### src/rtl/tcm_pkg.sv
// ----------------------------------------------------------------------------
// tcm_pkg
// Shared types and constants of the triangular crossfade mixer.
// ----------------------------------------------------------------------------
package tcm_pkg;

  localparam int SAMPLE_W      = 16;
  localparam int MAG_W         = 17;  // |position|, 0 .. 32768
  localparam int N_W           = 4;   // inputs_in_use register width
  localparam int WEIGHT_W      = 16;  // Q1.15 weight, 0 .. 32768 unsigned
  localparam int PROD_W        = 33;  // signed (weight * sample)
  localparam int SUM_W         = 37;  // room for up to 16 lanes
  localparam int SAMPLE_FIELDS = 8;
  localparam int ONE_Q15       = 32768;
  localparam int FRAC_BITS     = 15;

  typedef logic signed [SAMPLE_W-1:0] sample_t;
  typedef logic signed [PROD_W-1:0]   prod_t;

  // stage load enables driven by the top-level flow control
  typedef struct packed {
    logic en_w;   // lane weight stage
    logic en_p;   // lane product stage
    logic en_s;   // merge sum stage
    logic en_o;   // merge output stage
  } ctrl_t;

endpackage

### src/rtl/tcm_lane.sv
// ----------------------------------------------------------------------------
// tcm_lane
// One mixer input: triangular weight from |position|, then weight * sample.
// ----------------------------------------------------------------------------
module tcm_lane #(
  parameter int LANE_IDX = 0
) (
  input  logic                      clk,
  input  tcm_pkg::ctrl_t            ctrl,
  input  logic [tcm_pkg::N_W-1:0]   n_i,
  input  logic [tcm_pkg::MAG_W-1:0] mag_i,
  input  tcm_pkg::sample_t          samp_i,
  output logic [tcm_pkg::WEIGHT_W-1:0] weight_o,
  output tcm_pkg::prod_t            prod_o
);
  import tcm_pkg::*;

  localparam int SCL_W = MAG_W + N_W;
  localparam logic [SCL_W-1:0] CENTER = SCL_W'((LANE_IDX + 1) * ONE_Q15);
  localparam logic [SCL_W-1:0] ONE    = SCL_W'(ONE_Q15);

  logic [N_W-1:0]            np1;
  logic [SCL_W-1:0]          scaled;
  logic signed [SCL_W:0]     diff;
  logic [SCL_W-1:0]          absd;
  logic [WEIGHT_W-1:0]       weight_nxt;
  logic [WEIGHT_W-1:0]       weight_r;
  sample_t                   samp_r;
  prod_t                     prod_r;

  assign np1    = n_i + N_W'(1);
  assign scaled = SCL_W'(np1) * SCL_W'(mag_i);
  assign diff   = $signed({1'b0, scaled}) - $signed({1'b0, CENTER});
  assign absd   = diff[SCL_W] ? SCL_W'(-diff) : diff[SCL_W-1:0];

  // lanes past n are silent, even where the tent would reach them
  always_comb begin
    if ((n_i > N_W'(LANE_IDX)) && (absd < ONE)) begin
      weight_nxt = WEIGHT_W'(ONE - absd);
    end else begin
      weight_nxt = '0;
    end
  end

  always_ff @(posedge clk) begin
    if (ctrl.en_w) begin
      weight_r <= weight_nxt;
      samp_r   <= samp_i;
    end
    if (ctrl.en_p) begin
      prod_r <= $signed({1'b0, weight_r}) * samp_r;
    end
  end

  assign weight_o = weight_r;
  assign prod_o   = prod_r;

endmodule

### config.mk
export PLATFORM = sky130hd
export DESIGN_NAME = tcm_lane
export DESIGN_NICKNAME = d
export VERILOG_FILES = /design/src/rtl/tcm_pkg.sv /design/src/rtl/tcm_lane.sv
export SDC_FILE = /design/constraint.sdc
export NUM_CORES = 1
export LEC_CHECK = 0
export ABC_AREA = 1
export BUFFER_PORTS_ARGS = -buffer_cell sky130_fd_sc_hd__buf_4
export CAP_MARGIN = 20
export CORE_UTILIZATION = 62
export CTS_CLUSTER_DIAMETER = 80
export DETAILED_ROUTE_END_ITERATION = 12
export PLACE_DENSITY = 0.81
export SYNTH_ARGS = -nofsm -noshare
export SYNTH_HDL_FRONTEND = slang
export SYNTH_SLANG_ARGS = --single-unit
### constraint.sdc
create_clock -name clk -period 9.2 [get_ports clk]
set_input_delay 0.92 -clock clk [delete_from_list [all_inputs] [get_ports clk]]
set_output_delay 0.92 -clock clk [all_outputs]
set_load 0.1 [all_outputs]
==> out/qor.yml <==
synthesis:
  syn_avg_cell_area_sq_um: 7.73
  yosys.cell_count.top_type: "nand2_1"
  ys.flop_type: "edfxtp_1"
  synth_fp_nets: 2370
  synthTopCellsByArea: "fa_1, ha_1, edfxtp_1, nand2_1, inv_1"
  synth-edff-count: 65
  ys_types: 42
  synth.ff_latch_count: 65
  synth_top_area_cell: "fa_1"
  ys_top_cells_by_count: "nand2_1, inv_1, fa_1"
  synth-warning-count: 0
  netlist_area_sq_mm: 0.0150
  synth-async-reset-ratio_pct: 0
  ys_seq_area_share_pct: 13.1
  netlist.area_leader.share_pct: 30.0
  syn_inst: 1934
critical_path:
  crit_top_cell: "fa_1"
  cpMaxStageDelayCell: "edfxtp_1"
  startpoint: "weight_o[8]$_SDFFCE_PN0P_"
  crit_buf_inv: 5
  critical_path.endpoint: "prod_o[22]$_DFFE_PP_"
  worstSetupEndpointType: "flip-flop"
  cp_top_family: "adder cells"
  worstPathCellList: "nand2_1 -> fa_1 -> inv_1 -> fa_1 -> inv_1 -> fa_1 -> inv_1 -> fa_1 -> inv_1 -> fa_1 -> inv_1 -> fa_1 -> ha_1 -> a21oi_1 -> nand2_1 -> a2bb2oi_1 -> a21boi_0 -> nor2_1 -> nor2_1 -> xnor2_1"
  reg2reg_setup_slack_ns: 2.30
  crit_fanout: 17
  critPathRequiredTime_ns: 9.30
  cp-start-kind: "flip-flop"
  crit_cells: 20
  path_class: "reg -> reg"
  r2r_cells: 20
  arrival_ns: 7.00
  rr_endpoint: "prod_o[22]$_DFFE_PP_"
  r2r-start: "weight_o[8]$_SDFFCE_PN0P_"
  slowest_delay_ns: 0.91
timing:
  grt_setup_unrepaired: "false"
  hold_viol: 0
  setup_viol: 0
  min_period_ns: 6.90
  worst_pin_slew_ns: 0.874
  fin_skew_ns: 0.0141
  finalMaxSlewViolations: 0
  finalCritPeriodShare_pct: 75.0
  slew_headroom_pct: 41.7
  finalSetupTns_ns: 0
  max_freq_mhz: 145
global_routing:
  antenna_found_initial: 0
  grt_max_degree: 34
  grt-ovfl-total: 0
  grt_first_pass_wirelength_um: 60000
  track_usage_pct: 31.2
  grt_pass1_vias: 12594
layout:
  post_route_cells_drive_above_1_share_pct: 9.87
  fin_nets: 2417
  diodes: 0
  area_growth_pct: 8.09
clocking:
  htreeDepth: 3
  clock_sinks: 65
  numCtsBuffers: 9
  clk_pin_slew_worst_paths_ns: 0.06
  ctsResizeCount: 0
  root_buffer: "clkbuf_16"
  clock_path_buffers: 2
  cts_tree: "yes"
  ctsHoldBuffers: 0
  clk_latency_ns: 0.35
  cts_setup_buffers: 0
die:
  io_pins: 91
  core_area_sq_mm: 0.0235
  die_x_um: 157
  dieArea_sq_mm: 0.0247
  start_util_pct: 63.5
  die_y_um: 157
  rows: 56
detailed_routing:
  drt-initial-drc-count: 888
  wl_per_cell_um: 15.5
  drc: 0
  drt_wl_total_um: 35700
  vias: 12425
  drt.antenna.violating_nets: 0
  first_pass_iters: 6
  routed_via_density: 5.39
placed_design:
  dp_hpwl_um: 28900
  gp_congestion: 0.914
  portBuffers: 88
outcome:
  outcome: "completed"
hold_path:
  min_path_type: "in -> reg"
  hold_path_depth: 1
flow_run:
  cap_viol_max_count: 0
worst register-to-register path: stages (launching register included):
cell	delay, ns
edfxtp_1	0.91
nand2_1	0.19
fa_1	0.55
inv_1	0.05
fa_1	0.52
inv_1	0.05
fa_1	0.49
inv_1	0.05
fa_1	0.50
inv_1	0.07
fa_1	0.53
inv_1	0.06
fa_1	0.48
ha_1	0.39
a21oi_1	0.15
nand2_1	0.09
a2bb2oi_1	0.62
a21boi_0	0.29
nor2_1	0.24
nor2_1	0.08
xnor2_1	0.35
area by class of cell:
class | instances | area [sq um]
clock buffers | 9 | 225
clock inverters | 7 | 118
fillers | 1928 | 7380
inverters | 485 | 1820
multi-input cells | 1323 | 10900
flip-flops and latches | 65 | 1950
well taps | 319 | 399
repair buffers | 97 | 728
cells in the final DEF (no fill, tap or decap), types with 13 or more instances in the layout:
cell type | synthesis | final
a21oi_1 | 44 | 44
buf_4 | 1 | 97
edfxtp_1 | 65 | 65
fa_1 | 224 | 224
ha_1 | 170 | 170
inv_1 | 473 | 473
nand2_1 | 519 | 519
nand2_2 | 19 | 19
nand3_1 | 78 | 78
nand4_1 | 13 | 13
nor2_1 | 105 | 105
nor2_2 | 20 | 20
o21ai_0 | 17 | 17
or2_2 | 13 | 13
xnor2_1 | 19 | 19
xor2_1 | 28 | 28
per-layer routing:
layer  share of wire (%)  track usage (%)
met5                   0                0
met4                 2.9             10.9
met3                 7.8             5.62
met2                  48             52.6
met1                  41             40.2
cell families (layout without fill, tap and decap cells):
| logic type | count (synthesis) | count (layout) | synth area share, % |
|---|---|---|---|
| AO/OA/AOI/OAI | 81 | 81 | 3.15 |
| XOR/XNOR | 47 | 47 | 2.75 |
| adder cells (fa/ha/maj) | 394 | 394 | 44.2 |
| buffers and inverters | 546 | 598 | 13.9 |
| flip-flops | 65 | 65 | 13.1 |
| AND/OR/NAND/NOR | 801 | 801 | 22.9 |
worst min-delay path by stage:
| stage | startpoint | to | slack (ns) |
|---|---|---|---|
| 3_5_place_dp | weight_o[0]$_SDFFCE_PN0P_ | prod_o[0]$_DFFE_PP_ | 0.83 |
| 6_report | samp_i[13] | samp_r[13]$_DFFE_PP_ | 0.74 |
| 5_1_grt | samp_i[3] | samp_r[3]$_DFFE_PP_ | 0.74 |
| 4_1_cts | samp_i[13] | samp_r[13]$_DFFE_PP_ | 0.74 |
| 3_3_place_gp | weight_o[0]$_SDFFCE_PN0P_ | prod_o[0]$_DFFE_PP_ | 0.79 |
| 2_1_floorplan | samp_r[0]$_DFFE_PP_ | prod_o[0]$_DFFE_PP_ | 0.71 |
registers in the layout (all words and copies together), names as in the netlist:
name,cells
weight_o,16
samp_r,16
prod_o,33
through the flow:
step	area, sq um	worst slack (ns)	std cells	util, %	hold slack, ns
floorplan	15000	2.64	1934	-	0.708
global placement	15800	2.56	2289	67.2	0.789
detailed placement	15800	2.48	2289	67.2	0.826
CTS	16200	2.49	2305	68.7	0.738
global route	16200	2.00	2305	68.7	0.738
finish	16200	2.30	2305	68.7	0.738
Power is not shown: default switching activity piles up to over one toggle a cycle in this logic, so the estimate is an artifact.
