### config.mk
export PLATFORM = sky130hd
export DESIGN_NAME = tcm_merge
export DESIGN_NICKNAME = d
export VERILOG_FILES = /design/src/rtl/tcm_pkg.sv /design/src/rtl/tcm_merge.sv
export SDC_FILE = /design/constraint.sdc
export NUM_CORES = 1
export LEC_CHECK = 0
export ABC_AREA = 1
export BUFFER_PORTS_ARGS = -buffer_cell sky130_fd_sc_hd__buf_4
export CORE_MARGIN = 2
export CORE_UTILIZATION = 55
export CTS_BUF_LIST = sky130_fd_sc_hd__clkbuf_8
export CTS_CLUSTER_SIZE = 14
export DETAILED_ROUTE_END_ITERATION = 8
export HOLD_SLACK_MARGIN = 0.06
export PLACE_DENSITY = 0.83
export SYNTH_ARGS = -nofsm -noshare
export SYNTH_HDL_FRONTEND = slang
export SYNTH_SLANG_ARGS = --single-unit
export TNS_END_PERCENT = 5
### constraint.sdc
create_clock -name clk -period 11.2 [get_ports clk]
set_input_delay 2.24 -clock clk [delete_from_list [all_inputs] [get_ports clk]]
set_output_delay 2.24 -clock clk [all_outputs]
set_load 0.05 [all_outputs]
### src/rtl/tcm_pkg.sv
// ----------------------------------------------------------------------------
// tcm_pkg
// Shared types and constants of the triangular crossfade mixer.
// ----------------------------------------------------------------------------
package tcm_pkg;

  localparam int SAMPLE_W      = 16;
  localparam int MAG_W         = 17;  // |position|, 0 .. 32768
  localparam int N_W           = 4;   // inputs_in_use register width
  localparam int WEIGHT_W      = 16;  // Q1.15 weight, 0 .. 32768 unsigned
  localparam int PROD_W        = 33;  // signed (weight * sample)
  localparam int SUM_W         = 37;  // room for up to 16 lanes
  localparam int SAMPLE_FIELDS = 8;
  localparam int ONE_Q15       = 32768;
  localparam int FRAC_BITS     = 15;

  typedef logic signed [SAMPLE_W-1:0] sample_t;
  typedef logic signed [PROD_W-1:0]   prod_t;

  // stage load enables driven by the top-level flow control
  typedef struct packed {
    logic en_w;   // lane weight stage
    logic en_p;   // lane product stage
    logic en_s;   // merge sum stage
    logic en_o;   // merge output stage
  } ctrl_t;

endpackage

### src/rtl/tcm_merge.sv
// ----------------------------------------------------------------------------
// tcm_merge
// Sums the lane products, applies the position sign, shifts and saturates.
// ----------------------------------------------------------------------------
module tcm_merge #(
  parameter int MAX_INPUTS = 8
) (
  input  logic             clk,
  input  tcm_pkg::ctrl_t   ctrl,
  input  tcm_pkg::prod_t   prod_i [MAX_INPUTS],
  input  logic             neg_i,
  output tcm_pkg::sample_t mixed_o
);
  import tcm_pkg::*;

  localparam int SH_W = SUM_W - FRAC_BITS;

  logic signed [SUM_W-1:0] sum_nxt;
  logic signed [SUM_W-1:0] sum_r;
  logic                    neg_r;
  logic signed [SUM_W-1:0] acc;
  logic signed [SH_W-1:0]  shifted;
  sample_t                 mixed_nxt;
  sample_t                 mixed_r;

  always_comb begin
    sum_nxt = '0;
    for (int k = 0; k < MAX_INPUTS; k++) begin
      sum_nxt = sum_nxt + SUM_W'(prod_i[k]);
    end
  end

  assign acc     = neg_r ? -sum_r : sum_r;
  assign shifted = acc[SUM_W-1:FRAC_BITS];   // floor shift

  always_comb begin
    if (shifted > SH_W'(32767)) begin
      mixed_nxt = 16'sh7fff;
    end else if (shifted < -SH_W'(32768)) begin
      mixed_nxt = 16'sh8000;
    end else begin
      mixed_nxt = shifted[SAMPLE_W-1:0];
    end
  end

  always_ff @(posedge clk) begin
    if (ctrl.en_s) begin
      sum_r <= sum_nxt;
      neg_r <= neg_i;
    end
    if (ctrl.en_o) begin
      mixed_r <= mixed_nxt;
    end
  end

  assign mixed_o = mixed_r;

endmodule
==> results of run 1 <==
[synth_stat cells, types with 2 or more instances]
master,count
nand2_1,143
fa_1,202
nand4_1,8
nand3_1,32
ha_1,37
o21bai_1,4
xnor2_1,16
inv_1,498
nor2_2,3
buf_6,4
nor3_1,9
o21a_1,4
nand3_2,2
a31oi_1,3
nor2_1,82
o21ai_1,4
edfxtp_1,54
a21boi_0,2
a21oi_1,46
nor4_1,4
nand2_2,3
a21o_1,3
xor2_1,34
o2111ai_1,2
o21ai_0,30
[registers in the layout, summed over array words and instances, names as in the netlist]
| register | flops |
|---|---|
| mixed_o | 16 |
| neg_r | 1 |
| sum_r | 37 |
[worst max-delay path, cell delays in order]
cell     delay (ps)
buf_4            70
inv_1            40
fa_1            530
inv_1            60
fa_1            500
fa_1            550
inv_1            60
fa_1            460
inv_1            60
ha_1            240
inv_1           120
fa_1            460
o21ai_1         240
a21oi_1         170
o21ai_1         330
nand2_1          90
nand2_1         110
nand4_1         130
nand3_1         100
nand2_1          90
[area by class of cell]
| class | instances | share of cell area |
|---|---|---|
| well taps | 229 | 0.0225 |
| inverters | 498 | 0.147 |
| repair buffers | 283 | 0.167 |
| flip-flops and latches | 54 | 0.127 |
| clock inverters | 3 | 0.00138 |
| multi-input cells | 682 | 0.529 |
| clock buffers | 5 | 0.00541 |
[routing by layer]
layer  up-vias  GRT usage  share of wire
met5         -          0              0
met4         0     0.0474          0.019
met3        41     0.0299          0.057
met2       270      0.456           0.54
met1      3979      0.281           0.39
li1       4078          -              -
[stage by stage]
step | hold slack (ps) | power (uW) | instance area, um2 | setup WS (ps)
after global placement | 648 | 3640 | 12600 | 4330
after global routing | 703 | 4300 | 12700 | 4350
final | 676 | 3840 | 12700 | 4610
after floorplan | 603 | 2880 | 10300 | 4900
after CTS | 674 | 3840 | 12700 | 4610
after detailed placement | 652 | 3720 | 12600 | 4290
[placed cells by master, fill, tap and decap left out, drive strengths merged]
cell       n
a211oi     1
a21boi     2
a21o       3
a21oi     47
a31oi      3
buf      283
clkbuf     5
clkinv     2
edfxtp    54
fa       202
ha        37
inv      499
nand2    147
nand3     34
nand4      8
nor2      85
nor3       9
nor4       5
o2111ai    2
o211ai     1
o21a       4
o21ai     35
o21bai     4
o31ai      1
or2        2
xnor2     16
xor2      34
[path summary, 6_finish.rpt]
check,cells after the start,start,slack (ps),end
setup / recovery,20,prod_i[2],4610,sum_r[30]
hold / removal,1,sum_r[36],680,mixed_o[15]
setup reg to reg,7,neg_r,8940,mixed_o[14]
hold reg to reg,1,sum_r[36],680,mixed_o[15]
[power groups by stage]
| stage | registers [uW] | clock network, uW | logic [uW] |
|---|---|---|---|
| 6_report | 564 | 104 | 3170 |
| 5_1_grt | 576 | 114 | 3610 |
| 4_1_cts | 563 | 105 | 3170 |
| 3_5_place_dp | 567 | 0 | 3150 |
| 3_3_place_gp | 561 | 0 | 3080 |
| 2_1_floorplan | 638 | 0 | 2240 |
[cells by family after synthesis]
kind of cell / synth area share
AOI/OAI and AO/OA: 0.0559
xor gates and xnor gates: 0.0426
adders and majority gates: 0.439
buffers and inverters: 0.186
DFF: 0.158
and+or+nand+nor: 0.119
==> results by group, run 1 <==
Global route
  – Antenna violations before repair: 0
  – GRT Residual Overflow: 0
  – Vias in the first global route: between 9000 and 10000
  – GRT Util Overall: 0.236
  – Largest net degree at the start of global routing: 39
  – First-pass GRT wire length: approximately 38000 um

Floorplanning
  – Site row count: 49
  – Die Span Y: about 140 um
  – Die ar.: 19800 um2
  – Boundary pin count: approximately 290
  – Initial core utilization: 0.566
  – Die width: approximately 140 um
  – Core Box Area: around 18000 um2

Synthesis
  – Prevailing post-synth register cell: edfxtp_1
  – Asr flop ratio synth: 0
  – Area contributors post-synth: fa_1, inv_1, edfxtp_1
  – FF+latch count, synth: 54
  – Syn Std Cell Area: 10300 um2
  – Syn_nets: between 1500 and 2000
  – Post-synthesis cell count: around 1200
  – Synth Warn #: 0
  – Cell taking the most area after synthesis: fa_1
  – Seq/Total Area, Yosys: 0.158
  – Syn Area/Cell: 8.30 um2
  – Synth cell types: 34
  – Post-synth EDFFs: 54
  – Post-synth top area share: 0.394

Clock tree
  – Post-cts repair resize count: 0
  – Total CTS buffers: 5
  – Worst-path clk slew: approximately 90 ps
  – H-tree Lvls: 2
  – Post-CTS Setup Bufs: 0
  – Skew-Pair Late Insertion Delay: slightly above 300 ps
  – Clock root buffer master: clkbuf_8
  – Maximum clock path buffer count: 2
  – # hold bufs at CTS: 0
  – Clock tree from TritonCTS: done
  – TritonCTS Sinks: 54

Run
  – Max-Cap Viols: 0

Min path
  – Worst Hold Class: flip-flop to flip-flop

Layout
  – Final net count: 2033
  – Area of the multi-input gates: approximately 6700 um2
  – Post-Layout Cell Count: between 1500 and 2000
  – Layout Utilization: 0.701
  – Register area: about 1600 um2
  – # fillers: approximately 1400
  – Syn-to-layout area delta: 23.9%
  – Layout cells sized above 1: 0.199
  – Diodes inserted: 0

Pwr
  – Clock network power share: 0.027
  – PwrDens: 302 nW/um2
  – Seq pwr share: 0.147
  – P_leak: ~0.007 uW
  – Psw: about 2100 uW
  – Sw Ratio: 0.554
  – Internal: between 1500 and 2000 uW
  – Max VDD drop: around 0.00018 V
  – Part of the power in combinational logic: 0.826

Timing
  – RSZ-0062 raised after global routing: no
  – Setup tns final: 0 ps
  – Hold Vio Cnt, Final: 0
  – Tcrit/Tclk final: 0.588
  – Least-Margin Pin Slew: about 700 ps
  – Peak Freq: between 150 and 200 MHz
  – Slew margin rel.: 0.523
  – Worst Skew: slightly below 9 ps
  – Slew Limit Fails: 0
  – Post-route minimum period: ~6600 ps
  – Setup Viol. Count Final: 0

Placement
  – Placed insts: about 1700
  – Gpl congestion: about 0.92
  – DP HPWL: around 21000 um
  – PortBufs: about 280

Routing
  – Detailed-route via count: 8368
  – Wire length per cell: approximately 13 um
  – ANT nets after route: 0
  – Routed Wire Length: roughly 22000 um
  – DRT iter0 DRCs: a little under 300
  – Via/cell ratio: approximately 4.8
  – DRC violations left: 0
  – Pre-Repair DR Iteration Count: 5

Setup path
  – WS Path Type: primary input to flip-flop
  – Maximum fanout along the worst path: 4
  – Critical Path Sink Type: flip-flop
  – Type of origin of the critical path: primary input
  – Required @ worst endpoint: between 10000 and 15000 ps
  – WP data arrival: approximately 6700 ps

Run status
  – Outcome: complete, no violations
Power figures use the tool's default switching activity.
==> inputs of run 2 (changes only) <==
- CORE_UTILIZATION: 55 -> 50
- PLACE_DENSITY: 0.83 -> 0.8
- clock period: 11.2 -> 5.5 ns (I/O delays scaled with it)
==> results by group, run 2 (synthesis results as in run 1) <==
Run status
  – Outcome: complete, no violations

Clock tree
  – Worst-path clk slew: 90 ps
  – Post-CTS Setup Bufs: 0
  – # hold bufs at CTS: 0
  – Skew-Pair Late Insertion Delay: around 300 ps
  – Maximum clock path buffer count: 2
  – TritonCTS Sinks: between 50 and 60
  – H-tree Lvls: 2
  – Clock root buffer master: clkbuf_8
  – Total CTS buffers: 5
  – Clock tree from TritonCTS: done
  – Post-cts repair resize count: 0

Timing
  – Least-Margin Pin Slew: a little over 700 ps
  – Slew margin rel.: 0.531
  – Hold Vio Cnt, Final: 0
  – Setup Viol. Count Final: 0
  – RSZ-0062 raised after global routing: no
  – Post-route minimum period: about 5200 ps
  – Worst Skew: about 10 ps
  – Tcrit/Tclk final: 0.943
  – Peak Freq: between 150 and 200 MHz
  – Slew Limit Fails: 0
  – Setup tns final: 0 ps

Layout
  – Commonest non-fill, non-tap cell in the layout: inv_1
  – Commonest cells after routing, fill and taps aside: inv_1, buf_4, fa_1, nand2_1, nor2_1
  – Largest register FFs: 37
  – Diodes inserted: 0
  – Post-Layout Cell Count: approximately 1800
  – # fillers: between 1500 and 2000
  – Syn-to-layout area delta: 25.6%
  – Final Cell Area: 12900 um2
  – Final net count: about 2000
  – Layout cells sized above 1: 0.206
  – Top reg by flops: sum_r

Min path
  – Worst Hold Class: flip-flop to flip-flop
  – Hold depth: 1

Routing
  – Wire length per cell: approximately 12 um
  – DRT iter0 DRCs: 327
  – Wl on met1: 8610 um
  – Via/cell ratio: roughly 4.5
  – Detailed-route via count: 8204
  – Met3 WL: 1130 um
  – ANT nets after route: 0
  – DRC violations left: 0
  – Routed Wire Length: around 21000 um
  – Highest metal used: met4
  – Routed met2 length: around 11000 um
  – Pre-Repair DR Iteration Count: 4

Floorplanning
  – Die width: 147 um
  – Die ar.: roughly 22000 um2
  – Die Span Y: about 150 um
  – Initial core utilization: 0.509
  – Boundary pin count: 286
  – Site row count: 52
  – Core Box Area: approximately 20000 um2

Pwr
  – PwrDens: approximately 620 nW/um2
  – Max VDD drop: approximately 0.00039 V
  – P_leak: 0.00722 uW

Setup path
  – Critical Path Sink Type: flip-flop
  – Worst path bufs/invs: 5
  – CP max stage delay: between 500 and 600 ps
  – Required @ worst endpoint: 5620 ps
  – Worst R2R Path Depth: 7
  – CP Depth: 19
  – CP Cell Sequence: buf_4 -> inv_1 -> fa_1 -> inv_1 -> fa_1 -> fa_1 -> inv_1 -> fa_1 -> inv_1 -> ha_1 -> nand2_1 -> o21ai_0 -> nor2_1 -> o21ai_1 -> nand3_1 -> nand2_1 -> nand2_1 -> nand2_1 -> xor2_1
  – WS Path Type: primary input to flip-flop
  – CP top delay family: adder cells
  – Crit path max-delay cell type: fa_1
  – WP data arrival: ~5300 ps
  – Maximum fanout along the worst path: 4
  – Type of origin of the critical path: primary input

Run
  – Max-Cap Viols: 0

Placement
  – Placed insts: roughly 1800
  – DP Area: about 13000 um2
  – PortBufs: roughly 280
  – Gpl congestion: between 0.9 and 1
  – DP HPWL: slightly above 20000 um

Global route
  – First-pass GRT wire length: 38300 um
  – Vias in the first global route: between 9000 and 10000
  – Antenna violations before repair: 0
  – GRT Residual Overflow: 0
  – Largest net degree at the start of global routing: 39
  – GRT Util Overall: 0.214
==> run 2: final timing paths <==
kind         slack, ps       from           to
max                320  prod_i[5]    sum_r[29]
max reg2reg       3270      neg_r  mixed_o[10]
min                670  sum_r[36]  mixed_o[15]
min reg2reg        670  sum_r[36]  mixed_o[15]
==> run 2: layer usage <==
layer,GRT usage,vias up
met1,0.271,3859
li1,-,4100
met5,0,-
met2,0.398,216
met4,0.0370,0
met3,0.0267,29
==> run 2: stage by stage <==
step	setup WS, ps	hold WS [ps]	utilization	total power [uW]
3_3_place_gp	34.1	645	0.634	7710
3_5_place_dp	23.5	665	0.634	7790
5_1_grt	21.1	727	0.640	9110
2_1_floorplan	339	603	-	5870
6_report	315	667	0.640	8050
4_1_cts	331	684	0.640	8070
==> run 2: area by class of cell <==
type	count	area, um2	share of cell area
clock buffers	5	68.8	0.00533
well taps	270	338	0.0262
inverters	498	1870	0.145
multi-input cells	682	6740	0.522
repair buffers	297	2230	0.173
clock inverters	3	41.3	0.00320
flip-flops and latches	54	1620	0.126
==> run 2: power by group <==
group | leakage (uW) | internal, uW | switching (uW)
sequential | 0.000524 | 1020 | 118
clock | 0.0000556 | 134 | 120
combinational | 0.00664 | 2560 | 4100
total | 0.00722 | 3710 | 4340
==> run 2: worst register-to-register path: cells and delay by family, from the launching register on <==
family,cells,cell delay [ps]
AND/OR/NAND/NOR,5,810
XOR/XNOR,1,320
flip-flops,1,810
AO/OA/AOI/OAI,1,40
==> inputs of run 3 (changes only) <==
- CTS_BUF_LIST: sky130_fd_sc_hd__clkbuf_8 -> default
==> results by group, run 3 (synthesis results as in run 1) <==
Global route
  – Largest net degree at the start of global routing: 39
  – GR met1 Demand/Resource: 0.271
  – GRT Residual Overflow: 0
  – GRT Util Overall: 0.214
  – Antenna violations before repair: 0
  – Met3 GRT Util: 0.0258
  – Vias in the first global route: 9089
  – First-pass GRT wire length: between 30000 and 40000 um
  – Met2 usage: 0.399
  – GRT Max-Usage Layer: met2

Clock tree
  – Total CTS buffers: 5
  – Clock tree from TritonCTS: done
  – Worst-path clk slew: about 70 ps
  – Clock root buffer master: clkbuf_16
  – H-tree Lvls: 2
  – # hold bufs at CTS: 0
  – Skew-Pair Late Insertion Delay: about 290 ps
  – Maximum clock path buffer count: 2
  – Post-CTS Setup Bufs: 0
  – TritonCTS Sinks: 54

Pwr
  – PwrDens: 630 nW/um2
  – Total power: just over 8000 uW
  – P_leak: a little over 0.007 uW
  – Max VDD drop: between 0.0003 and 0.0004 V

Timing
  – Worst Skew: 7.33 ps
  – Fin Hold WS: 666 ps
  – Least-Margin Pin Slew: roughly 710 ps
  – Setup tns final: 0 ps
  – Hold Vio Cnt, Final: 0
  – Setup Viol. Count Final: 0
  – Peak Freq: around 190 MHz
  – RSZ-0062 raised after global routing: no
  – Slew margin rel.: 0.524
  – Tcrit/Tclk final: 0.942
  – Post-route minimum period: 5180 ps
  – Slew Limit Fails: 0

Layout
  – Post-Layout Cell Count: about 1800
  – Register area: between 1500 and 2000 um2
  – Final net count: between 2000 and 2500
  – Commonest cells after routing, fill and taps aside: inv_1, buf_4, fa_1, nand2_1, nor2_1
  – Final Cell Area: ~13000 um2
  – Area of the multi-input gates: between 6000 and 7000 um2
  – Top reg by flops: sum_r
  – Layout cells sized above 1: 0.207
  – Diodes inserted: 0
  – Commonest non-fill, non-tap cell in the layout: inv_1
  – Largest register FFs: 37
  – Syn-to-layout area delta: 26.2%
  – # fillers: between 1500 and 2000

Routing
  – Routed Wire Length: roughly 22000 um
  – DRT iter0 DRCs: between 300 and 400
  – Detailed-route via count: slightly above 8000
  – Wire length per cell: around 12 um
  – Via/cell ratio: 4.55
  – DRC violations left: 0
  – Pre-Repair DR Iteration Count: 6
  – ANT nets after route: 0

Placement
  – Gpl congestion: between 0.9 and 1
  – DP HPWL: 20200 um
  – PortBufs: ~280
  – DP Area: ~13000 um2
  – Placed insts: 1801

Floorplanning
  – Die ar.: approximately 22000 um2
  – Core Box Area: about 20000 um2
  – Site row count: 52
  – Initial core utilization: 0.509
  – Boundary pin count: roughly 290
  – Die Span Y: 147 um
  – Die width: 147 um

Setup path
  – Crit Reg-Reg Endpoint: mixed_o[12]
  – CP Cell Sequence: buf_4 -> inv_1 -> fa_1 -> inv_1 -> fa_1 -> fa_1 -> inv_1 -> fa_1 -> inv_1 -> ha_1 -> inv_1 -> fa_1 -> o21ai_1 -> a21oi_1 -> o21ai_1 -> buf_4 -> nand2_1 -> nand2_1 -> nand4_1 -> nand3_1 -> nand2_1
  – CP top delay family: adder cells
  – Critical Path Sink Type: flip-flop
  – WS Path Type: primary input to flip-flop
  – Required @ worst endpoint: ~5500 ps
  – Crit path max-delay cell type: fa_1
  – Maximum fanout along the worst path: 4
  – WP data arrival: 5220 ps
  – Type of origin of the critical path: primary input
  – Worst path bufs/invs: 7
  – Flop2flop setup slack: between 3000 and 4000 ps
  – Worst R2R Path Depth: 7
  – CP max stage delay: 550 ps
  – RR Startpoint: neg_r

Min path
  – Hold depth: 1
  – WHS Endpoint: mixed_o[15]
  – Hold Path Origin: sum_r[36]
  – Worst Hold Class: flip-flop to flip-flop

Run
  – Max-Cap Viols: 0

Run status
  – Outcome: complete, no violations
[run 3: cell types whose count changed in the layout (fill, tap and decap cells not counted), sizes merged]
cell    change
clkbuf      +1
inv         -1
[run 3: cell type report]
cell class | count | area share
Multi-Input combinational cell | 682 | 0.520
Timing Repair Buffer | 297 | 0.172
Inverter | 498 | 0.144
Sequential cell | 54 | 0.125
Tap cell | 270 | 0.0261
Clock buffer | 6 | 0.00994
Clock inverter | 2 | 0.00289
[run 3: stage by stage]
step	worst slack, ps	utilization
4_1_cts	312	0.643
3_3_place_gp	34.1	0.634
6_report	316	0.643
2_1_floorplan	339	-
5_1_grt	68.3	0.643
3_5_place_dp	23.5	0.634
[run 3: how the worst max path moves through the flow]
| stage | from | end | cells past startpoint |
|---|---|---|---|
| final | prod_i[2] | sum_r[30] | 21 |
| after global routing | prod_i[2] | sum_r[34] | 21 |
| after CTS | prod_i[2] | sum_r[34] | 21 |
| after detailed placement | prod_i[6] | sum_r[29] | 19 |
| after global placement | prod_i[6] | sum_r[29] | 19 |
| after floorplan | prod_i[2] | sum_r[30] | 19 |
[run 3: power by group]
| part | total [uW] | internal [uW] | switching, uW |
|---|---|---|---|
| Sequential | 1140 | 1020 | 118 |
| Combinational | 6690 | 2560 | 4120 |
| Clock | 345 | 215 | 131 |
| Total | 8170 | 3800 | 4370 |
[run 3: timing repair]
action,4_1_cts,5_1_grt
gates resized for setup,0,1
setup endpoints to repair,0,1
hold endpoints to repair,0,0
[run 3: metal layers]
layer  vias up  share of wire
li1       4099              -
met1      3878           0.40
met2       228           0.53
met3        29          0.051
met4         0          0.014
met5         -              0
[run 3: worst reg2reg max path, stage by stage, from the launching register on]
cell      delay [ps]
edfxtp_1         810
nand2_1          280
nand3_2          150
a21oi_2           40
xnor2_1          320
nand2_2          240
nand2_1          120
nand2_1           50
